$ cat src/wgm_pkg.sv
// ============================================================================
// wgm_pkg - shared types and constants of the wildcard glob matcher
// Holds the request kind codes, the wildcard byte codes and the structs
// that run between the top level and the matcher cells.
// ============================================================================
`default_nettype none

package wgm_pkg;

   // Default pattern capacity in bytes.
   localparam int PAT_MAX_DEF = 64;

   // Wildcard bytes.
   localparam logic [7:0] CH_STAR  = 8'd42;
   localparam logic [7:0] CH_QUEST = 8'd63;

   // Request kinds, carried on req_tuser.
   localparam logic [1:0] REQ_CLEAR   = 2'd0;
   localparam logic [1:0] REQ_APPEND  = 2'd1;
   localparam logic [1:0] REQ_SUBJECT = 2'd2;
   localparam logic [1:0] REQ_END     = 2'd3;

   // Broadcast from the top level to every cell.
   typedef struct packed {
      logic       restart;  // return the active set to position zero only
      logic       step;     // advance the active set by one subject byte
      logic       append;   // store ch in the cell at the current length
      logic [7:0] ch;       // pattern or subject byte
   } cell_ctrl_type;

   // Handed from one cell to the next.
   typedef struct packed {
      logic carry;  // star closure reaches the next position
      logic adv;    // this byte moves the match into the next position
   } cell_link_type;

endpackage

`default_nettype wire

$ cat src/wgm_cell.sv
// ============================================================================
// wgm_cell - one pattern position of the glob matcher
// Holds one pattern byte and the active bit of its position, closes the
// active set through a star and advances it by one subject byte.
// ============================================================================
`default_nettype none

module wgm_cell #(
   parameter int PAT_MAX = wgm_pkg::PAT_MAX_DEF,
   parameter int IDX     = 0,
   parameter int LEN_W   = $clog2(PAT_MAX + 1)
) (
   input  wire                         clock,
   input  wire                         reset,
   input  wgm_pkg::cell_ctrl_type      ctrl,
   input  wire  [LEN_W-1:0]            len,
   input  wgm_pkg::cell_link_type      link_in,
   output wgm_pkg::cell_link_type      link_out,
   output logic                        hit
);
   import wgm_pkg::*;

   localparam logic [LEN_W-1:0] MY_IDX = LEN_W'(IDX);

   logic [7:0] ch_ff;
   logic       act_ff;
   logic       act_in;
   logic       en;
   logic       is_end;
   logic       closed;
   logic       is_star;
   logic       is_hit;

   assign en      = (len > MY_IDX);
   assign is_end  = (len == MY_IDX);
   assign closed  = act_ff | link_in.carry;
   assign is_star = (ch_ff == CH_STAR);
   assign is_hit  = (ch_ff == CH_QUEST) || (ch_ff == ctrl.ch);

   assign link_out.carry = en & closed & is_star;
   assign link_out.adv   = en & closed & ~is_star & is_hit;
   assign hit            = is_end & closed;

   always_comb begin
      act_in = act_ff;
      if (ctrl.restart) begin
         act_in = (IDX == 0);
      end else if (ctrl.step) begin
         // a star keeps its own position, a match fills the next one
         act_in = (en & closed & is_star) | link_in.adv;
      end
   end

   always_ff @(posedge clock) begin
      if (reset) begin
         act_ff <= (IDX == 0);
      end else begin
         act_ff <= act_in;
      end
   end

   // pattern byte: written once per append, no reset
   always_ff @(posedge clock) begin
      if (ctrl.append && is_end) begin
         ch_ff <= ctrl.ch;
      end
   end

endmodule

`default_nettype wire

$ cat src/wildcard_glob_matcher_core.sv
// The response beat is registered and is offered in the cycle after its end-of-subject beat.
// Throughput: one request beat per cycle for every request kind, unless a held response beat stalls req_tready.
// The cycle time is set by the star closure rippling through the cell chain.
// Reset: pattern length and overflow flag clear, active set is position zero.
// Pattern bytes stay undefined until appended; no clearing pass is needed.
// ============================================================================
// wildcard_glob_matcher_core - streaming glob matcher with '*' and '?'
// Loads a pattern byte by byte into a chain of cells, then runs subject
// bytes through the chain as a bit-parallel automaton and reports a match
// on each end-of-subject beat.
// ============================================================================
`default_nettype none

module wildcard_glob_matcher_core #(
   parameter int PAT_MAX = wgm_pkg::PAT_MAX_DEF
) (
   input  wire        clock,
   input  wire        reset,
   // request channel
   input  wire        req_tvalid,
   output logic       req_tready,
   input  wire  [7:0] req_tdata,   // [7:0] char_in
   input  wire  [1:0] req_tuser,   // [1:0] req_type
   // response channel
   output logic       rsp_tvalid,
   input  wire        rsp_tready,
   output logic [7:0] rsp_tdata    // [0] matched, [1] pattern_overflow, [7:2] zero
);
   import wgm_pkg::*;

   localparam int LEN_W = $clog2(PAT_MAX + 1);
   localparam logic [LEN_W-1:0] LEN_MAX = LEN_W'(PAT_MAX);

   // ---------------------------------------------------------------------
   // Handshake: the response register parts the two sides, so take a new
   // request whenever that register is empty or drains in this cycle.
   // ---------------------------------------------------------------------
   logic       req_fire;
   logic       rsp_valid_ff, rsp_valid_in;
   logic [7:0] rsp_data_ff, rsp_data_in;

   assign req_tready = ~rsp_valid_ff | rsp_tready;
   assign req_fire   = req_tvalid & req_tready;
   assign rsp_tvalid = rsp_valid_ff;
   assign rsp_tdata  = rsp_data_ff;

   // ---------------------------------------------------------------------
   // Pattern length and overflow flag
   // ---------------------------------------------------------------------
   logic [LEN_W-1:0] len_ff, len_in;
   logic             ovf_ff, ovf_in;
   logic             full;

   assign full = (len_ff == LEN_MAX);

   // decode the beat into the broadcast to the cells
   cell_ctrl_type ctrl;

   always_comb begin
      ctrl.restart = 1'b0;
      ctrl.step    = 1'b0;
      ctrl.append  = 1'b0;
      ctrl.ch      = req_tdata;
      len_in       = len_ff;
      ovf_in       = ovf_ff;
      if (req_fire) begin
         case (req_tuser)
            REQ_CLEAR: begin
               ctrl.restart = 1'b1;
               len_in       = '0;
               ovf_in       = 1'b0;
            end
            REQ_APPEND: begin
               // append restarts matching; drop the byte once full
               ctrl.restart = 1'b1;
               if (full) begin
                  ovf_in = 1'b1;
               end else begin
                  ctrl.append = 1'b1;
                  len_in      = len_ff + LEN_W'(1);
               end
            end
            REQ_SUBJECT: begin
               ctrl.step = 1'b1;
            end
            REQ_END: begin
               ctrl.restart = 1'b1;
            end
            default: begin
               ctrl.restart = 1'b0;
            end
         endcase
      end
   end

   always_ff @(posedge clock) begin
      if (reset) begin
         len_ff <= '0;
         ovf_ff <= 1'b0;
      end else begin
         len_ff <= len_in;
         ovf_ff <= ovf_in;
      end
   end

   // ---------------------------------------------------------------------
   // Cell chain: one cell per pattern position plus one for the final
   // position, which never stores a byte and only collects the match.
   // ---------------------------------------------------------------------
   cell_link_type        links [0:PAT_MAX+1];
   logic [PAT_MAX:0]     hits;
   logic                 hit_any;

   assign links[0] = '0;

   for (genvar i = 0; i <= PAT_MAX; i++) begin : g_cell
      wgm_cell #(
         .PAT_MAX (PAT_MAX),
         .IDX     (i),
         .LEN_W   (LEN_W)
      ) u_cell (
         .clock    (clock),
         .reset    (reset),
         .ctrl     (ctrl),
         .len      (len_ff),
         .link_in  (links[i]),
         .link_out (links[i+1]),
         .hit      (hits[i])
      );
   end

   // exactly the cell at the pattern length reports the match
   assign hit_any = |hits;

   // ---------------------------------------------------------------------
   // Response register: load on an end-of-subject beat, drop on handoff
   // ---------------------------------------------------------------------
   always_comb begin
      rsp_valid_in = rsp_valid_ff & ~rsp_tready;
      rsp_data_in  = rsp_data_ff;
      if (req_fire && (req_tuser == REQ_END)) begin
         rsp_valid_in = 1'b1;
         rsp_data_in  = {6'b0, ovf_ff, hit_any};
      end
   end

   always_ff @(posedge clock) begin
      if (reset) begin
         rsp_valid_ff <= 1'b0;
      end else begin
         rsp_valid_ff <= rsp_valid_in;
      end
   end

   always_ff @(posedge clock) begin
      rsp_data_ff <= rsp_data_in;
   end

   // ---------------------------------------------------------------------
   // Assertions
   // ---------------------------------------------------------------------
   // the final cell never holds a byte, so nothing leaves the chain
   a_tail_quiet : assert property (@(posedge clock) disable iff (reset)
      (links[PAT_MAX+1] == '0))
      else $error("link out of the final cell is active");

   // at most one cell sits at the pattern length
   a_hit_single : assert property (@(posedge clock) disable iff (reset)
      $onehot0(hits))
      else $error("more than one cell reports a match");

   // the length never passes the capacity
   a_len_bound : assert property (@(posedge clock) disable iff (reset)
      (len_ff <= LEN_MAX))
      else $error("pattern length beyond capacity");

   // a clear beat empties the pattern and drops the overflow flag
   a_clear : assert property (@(posedge clock) disable iff (reset)
      (req_fire && (req_tuser == REQ_CLEAR)) |=> ((len_ff == '0) && !ovf_ff))
      else $error("clear did not empty the pattern");

endmodule

`default_nettype wire

$ cat config.mk
export PLATFORM = sky130hd
export DESIGN_NAME = wildcard_glob_matcher_core
export DESIGN_NICKNAME = d
export VERILOG_FILES = /design/src/wgm_pkg.sv /design/src/wgm_cell.sv /design/src/wildcard_glob_matcher_core.sv
export SDC_FILE = /design/constraint.sdc
export NUM_CORES = 1
export LEC_CHECK = 0
export ABC_AREA = 0
export BUFFER_PORTS_ARGS = -buffer_cell sky130_fd_sc_hd__buf_4
export CORE_MARGIN = 4
export CORE_UTILIZATION = 30
export CTS_CLUSTER_DIAMETER = 50
export DETAILED_ROUTE_END_ITERATION = 6
export PLACE_DENSITY = 0.41
export SLEW_MARGIN = 20
export SYNTH_ARGS = -nofsm -noshare
export SYNTH_HDL_FRONTEND = slang
export SYNTH_SLANG_ARGS = --single-unit
$ cat constraint.sdc
create_clock -name clock -period 4.25 [get_ports clock]
set_input_delay 0.2125 -clock clock [delete_from_list [all_inputs] [get_ports clock]]
set_output_delay 0.2125 -clock clock [all_outputs]
set_load 0.005 [all_outputs]
==> summary.md <==
| Metric | Value |
|---|---|
| Core area | `0.107 mm²` |
| HP Class | `in -> reg` |
| Commonest non-fill, non-tap cell in the layout | `edfxtp_1` |
| DR vias/cell | `5.31` |
| Die Area | `0.113 mm²` |
| First-pass GRT wire length | `175000 µm` |
| Synthesized instance count | `3020` |
| Leak | `13.4 nW` |
| Status | `finished with violations` |
| IO Pins | `24` |
| Worst r2r src | `len_ff[0]` |
| CP required | `4640 ps` |
| Most frequent cells in the layout | `522 x edfxtp_1, 442 x xnor2_1, 441 x buf_4` |
| Crit path launch | `len_ff[0]` |
| Initial antenna violation count | `2` |
| RR Endpoint | `rsp_tdata[0]` |
| Most used DFF post-synth | `edfxtp_1` |
| Critical Path End Type | `flip-flop` |
| Clk buf depth | `3` |
| GP Congestion | `0.970` |
| CP top delay family | `simple AND/OR/NAND/NOR gates` |
| Async SR Flop Fraction | `0%` |
| Largest fanout on the critical path | `11` |
| Row count | `120` |
| EDFF count, synth | `522` |
| Achievable Freq | `231 MHz` |
| Starting Density | `30.2%` |
| Kind of critical path | `reg -> reg` |
| Final Util | `38.9%` |
| Fraction of the mapped netlist area in simple logic gates | `18.6%` |
| Crit path buffers/inverters | `3` |
| Port-buffer cells | `17` |
| Ys Warns | `0` |
| CTS tree | `yes` |
| Syn Std Cell Area | `0.0324 mm²` |
| Clock transition at the registers of the reported paths | `50 ps` |
| Vias in the first global route | `26800` |
| Library cells used by synthesis | `112` |
| Die width | `337 µm` |
| Number of stages on the worst setup path | `17` |
| Max stage delay on crit path | `470 ps` |
| Worst Skew | `23.4 ps` |
| Met2 GRT Util | `34.0%` |
| WL per Instance | `23.7 µm` |
| Worst-path cell chain | `buf_4, or3_4, a31oi_1, buf_4, nor3_1, and3_2, and2_1, o2bb2ai_4, nor4_4, buf_4, a21oi_1, nand3_1, nand4b_1, nor3_2, nand4_1, nor3_2, nand3_1` |
| M1 GR Usage | `28.4%` |
| Met3 usage | `2.85%` |
| Failing checks | `negative setup slack` |
| Finish-stage setup viols | `1` |
| Max-slew headroom | `30.7%` |
| Slowest CP cell | `or3_4` |
| Die height | `337 µm` |
| Max VDD drop | `0.296 mV` |
| Final #Nets | `3503` |
| Pin count of the biggest net entering global routing | `46` |
| Worst slack, placed | `-747 ps` |
| Crit start category | `flip-flop` |
| Largest family of logic cells by synthesized area | `simple AND/OR/NAND/NOR gates` |
| Area Growth Syn to Fin | `28.7%` |
| Mux contribution to synthesized area | `0.127%` |
| Post-Synth Adder-Cell Area | `0.154%` |
| Final-report hold violation count | `0` |
| DR pass1 iterations | `6` |
| Layout cells sized above 1 | `23.1%` |
| Reg2reg path depth | `17` |
| Synth Area in Compound Gates | `11.8%` |
| Max-Cap Viols | `0` |
| R2r setup slk | `-80 ps` |
| Routed via count | `26400` |
| Worst slew pin tran | `1040 ps` |
| Syn avg cell area | `10.7 µm²` |
| Register area share after synthesis | `52.9%` |
| Total track usage | `20.5%` |
| Final WS setup | `-78.5 ps` |
| Post-synthesis register bit count | `596` |
| Worst-skew pair later-pin latency | `660 ps` |
| TritonCTS Buffers | `93` |
| Root Buffer Master | `clkbuf_16` |
| CP Data Arrival Time | `4720 ps` |
| Detail Route Antenna Nets | `0` |
| DP HPWL | `86400 µm` |
| DR iter-0 viols | `2084` |
| Capture point of the worst path | `rsp_tdata[0]` |
| GRT Max-Usage Layer | `met2` |
| # H-tree levels | `3` |
| RSZ-0062 raised after global routing | `true` |
| Drc violations | `0` |
| Crit share post-route | `102%` |
| Crit path time final | `4330 ps` |
| Gr ovfl total | `0` |
| XOR/XNOR share of the synthesized area | `13.9%` |
| CP most frequent cell | `buf_4` |
| Pwr/cell area | `362 mW/mm²` |
| Slew Limit Fails | `0` |
| Post-Route WL | `118000 µm` |
| Clock sinks | `596` |
[routing by layer]
layer | up-vias | share of wire [%]
met4 | 0 | 2.5
met3 | 178 | 4.5
met1 | 13200 | 46
met2 | 667 | 47
met5 | - | 0
li1 | 12300 | -
[worst min-delay path by stage]
stage / from / endpoint / cells after the start
6_report: req_tdata[4] / g_cell[34].u_cell.ch_ff[4] / 1
3_5_place_dp: ovf_ff / rsp_tdata[1] / 0
5_1_grt: reset / g_cell[53].u_cell.act_ff / 2
3_3_place_gp: ovf_ff / rsp_tdata[1] / 0
2_1_floorplan: req_tdata[0] / g_cell[0].u_cell.ch_ff[0] / 0
4_1_cts: reset / g_cell[53].u_cell.act_ff / 2
[power breakdown]
part | total (mW) | switching [mW] | internal [mW]
sequential | 6.44 | 0.0415 | 6.40
clock | 7.75 | 2.87 | 4.88
combinational | 0.902 | 0.557 | 0.344
[state kept, by name, indices dropped and copies added (netlist names)]
| name | flops |
|---|---|
| g_cell.u_cell.ch_ff | 520 |
| g_cell.u_cell.act_ff | 65 |
| len_ff | 7 |
| rsp_tdata | 2 |
| ovf_ff | 1 |
| rsp_tvalid | 1 |
[cells in the mapped netlist (14+ instances only)]
cell type	number	area [µm²]
edfxtp_1	522	15700
xnor2_1	442	3870
nor2_1	314	1180
nand2_1	204	766
nand4_1	154	963
a21oi_1	134	671
o21ai_0	128	641
nor3_1	95	475
clkbuf_1	79	297
dfxtp_1	74	1480
xor2_1	74	648
nor4_1	69	432
nand3_1	62	310
or3_1	53	332
inv_1	39	146
a31oi_1	34	213
and3_1	33	206
nand2b_1	30	188
o31ai_1	27	203
buf_1	23	86.3
a21o_1	18	135
a22oi_1	18	135
or4_1	18	135
a211oi_1	17	128
and2_1	17	106
nand4b_1	17	149
nor4b_1	14	123
o211ai_1	14	105
o22ai_1	14	87.6
[kinds of logic (layout without fill, tap and decap cells)]
logic type | after synthesis | count (layout)
flops | 596 | 596
fa+ha+maj | 4 | 4
buf+inv | 174 | 703
xor+xnor | 516 | 516
compound gates | 565 | 565
simple gates | 1160 | 1160
other cells | 1 | 15
mux | 4 | 4
[stage by stage]
| stage | TNS, ps | cell area (µm²) | hold slack (ps) | power [mW] | std cells |
|---|---|---|---|---|---|
| 2_1_floorplan | 0 | 32500 | 311 | 7.01 | 3033 |
| 3_3_place_gp | -3640 | 37300 | 437 | 7.43 | 4767 |
| 3_5_place_dp | -4070 | 37400 | 431 | 7.44 | 4767 |
| 4_1_cts | 0 | 41300 | 1.37 | 15.3 | 4961 |
| 5_1_grt | -248 | 41700 | 26.8 | 15.7 | 4965 |
| 6_report | -78.5 | 41700 | 41.7 | 15.1 | 4966 |
[repair_timing]
item                                    4_1_cts  5_1_grt
hold buffers                                 10        0
gates resized for setup                     112       66
cloned                                        1        0
hold endpoints to repair                     33        0
setup buffers                                11        4
endpoints found under the setup margin       21       17
pin swaps                                    34       20
[layout make-up]
type                            count  area [µm²]
Antenna cell                        1        2.50
Clock buffer                      110        2400
Clock inverter                     62         757
Fill cell                       10400       65500
Inverter                           40         150
Multi-Input combinational cell   2263       15400
Sequential cell                   596       17200
Tap cell                         1403        1760
Timing Repair Buffer              491        4070
Note: power is estimated with default switching activity, not from simulation.
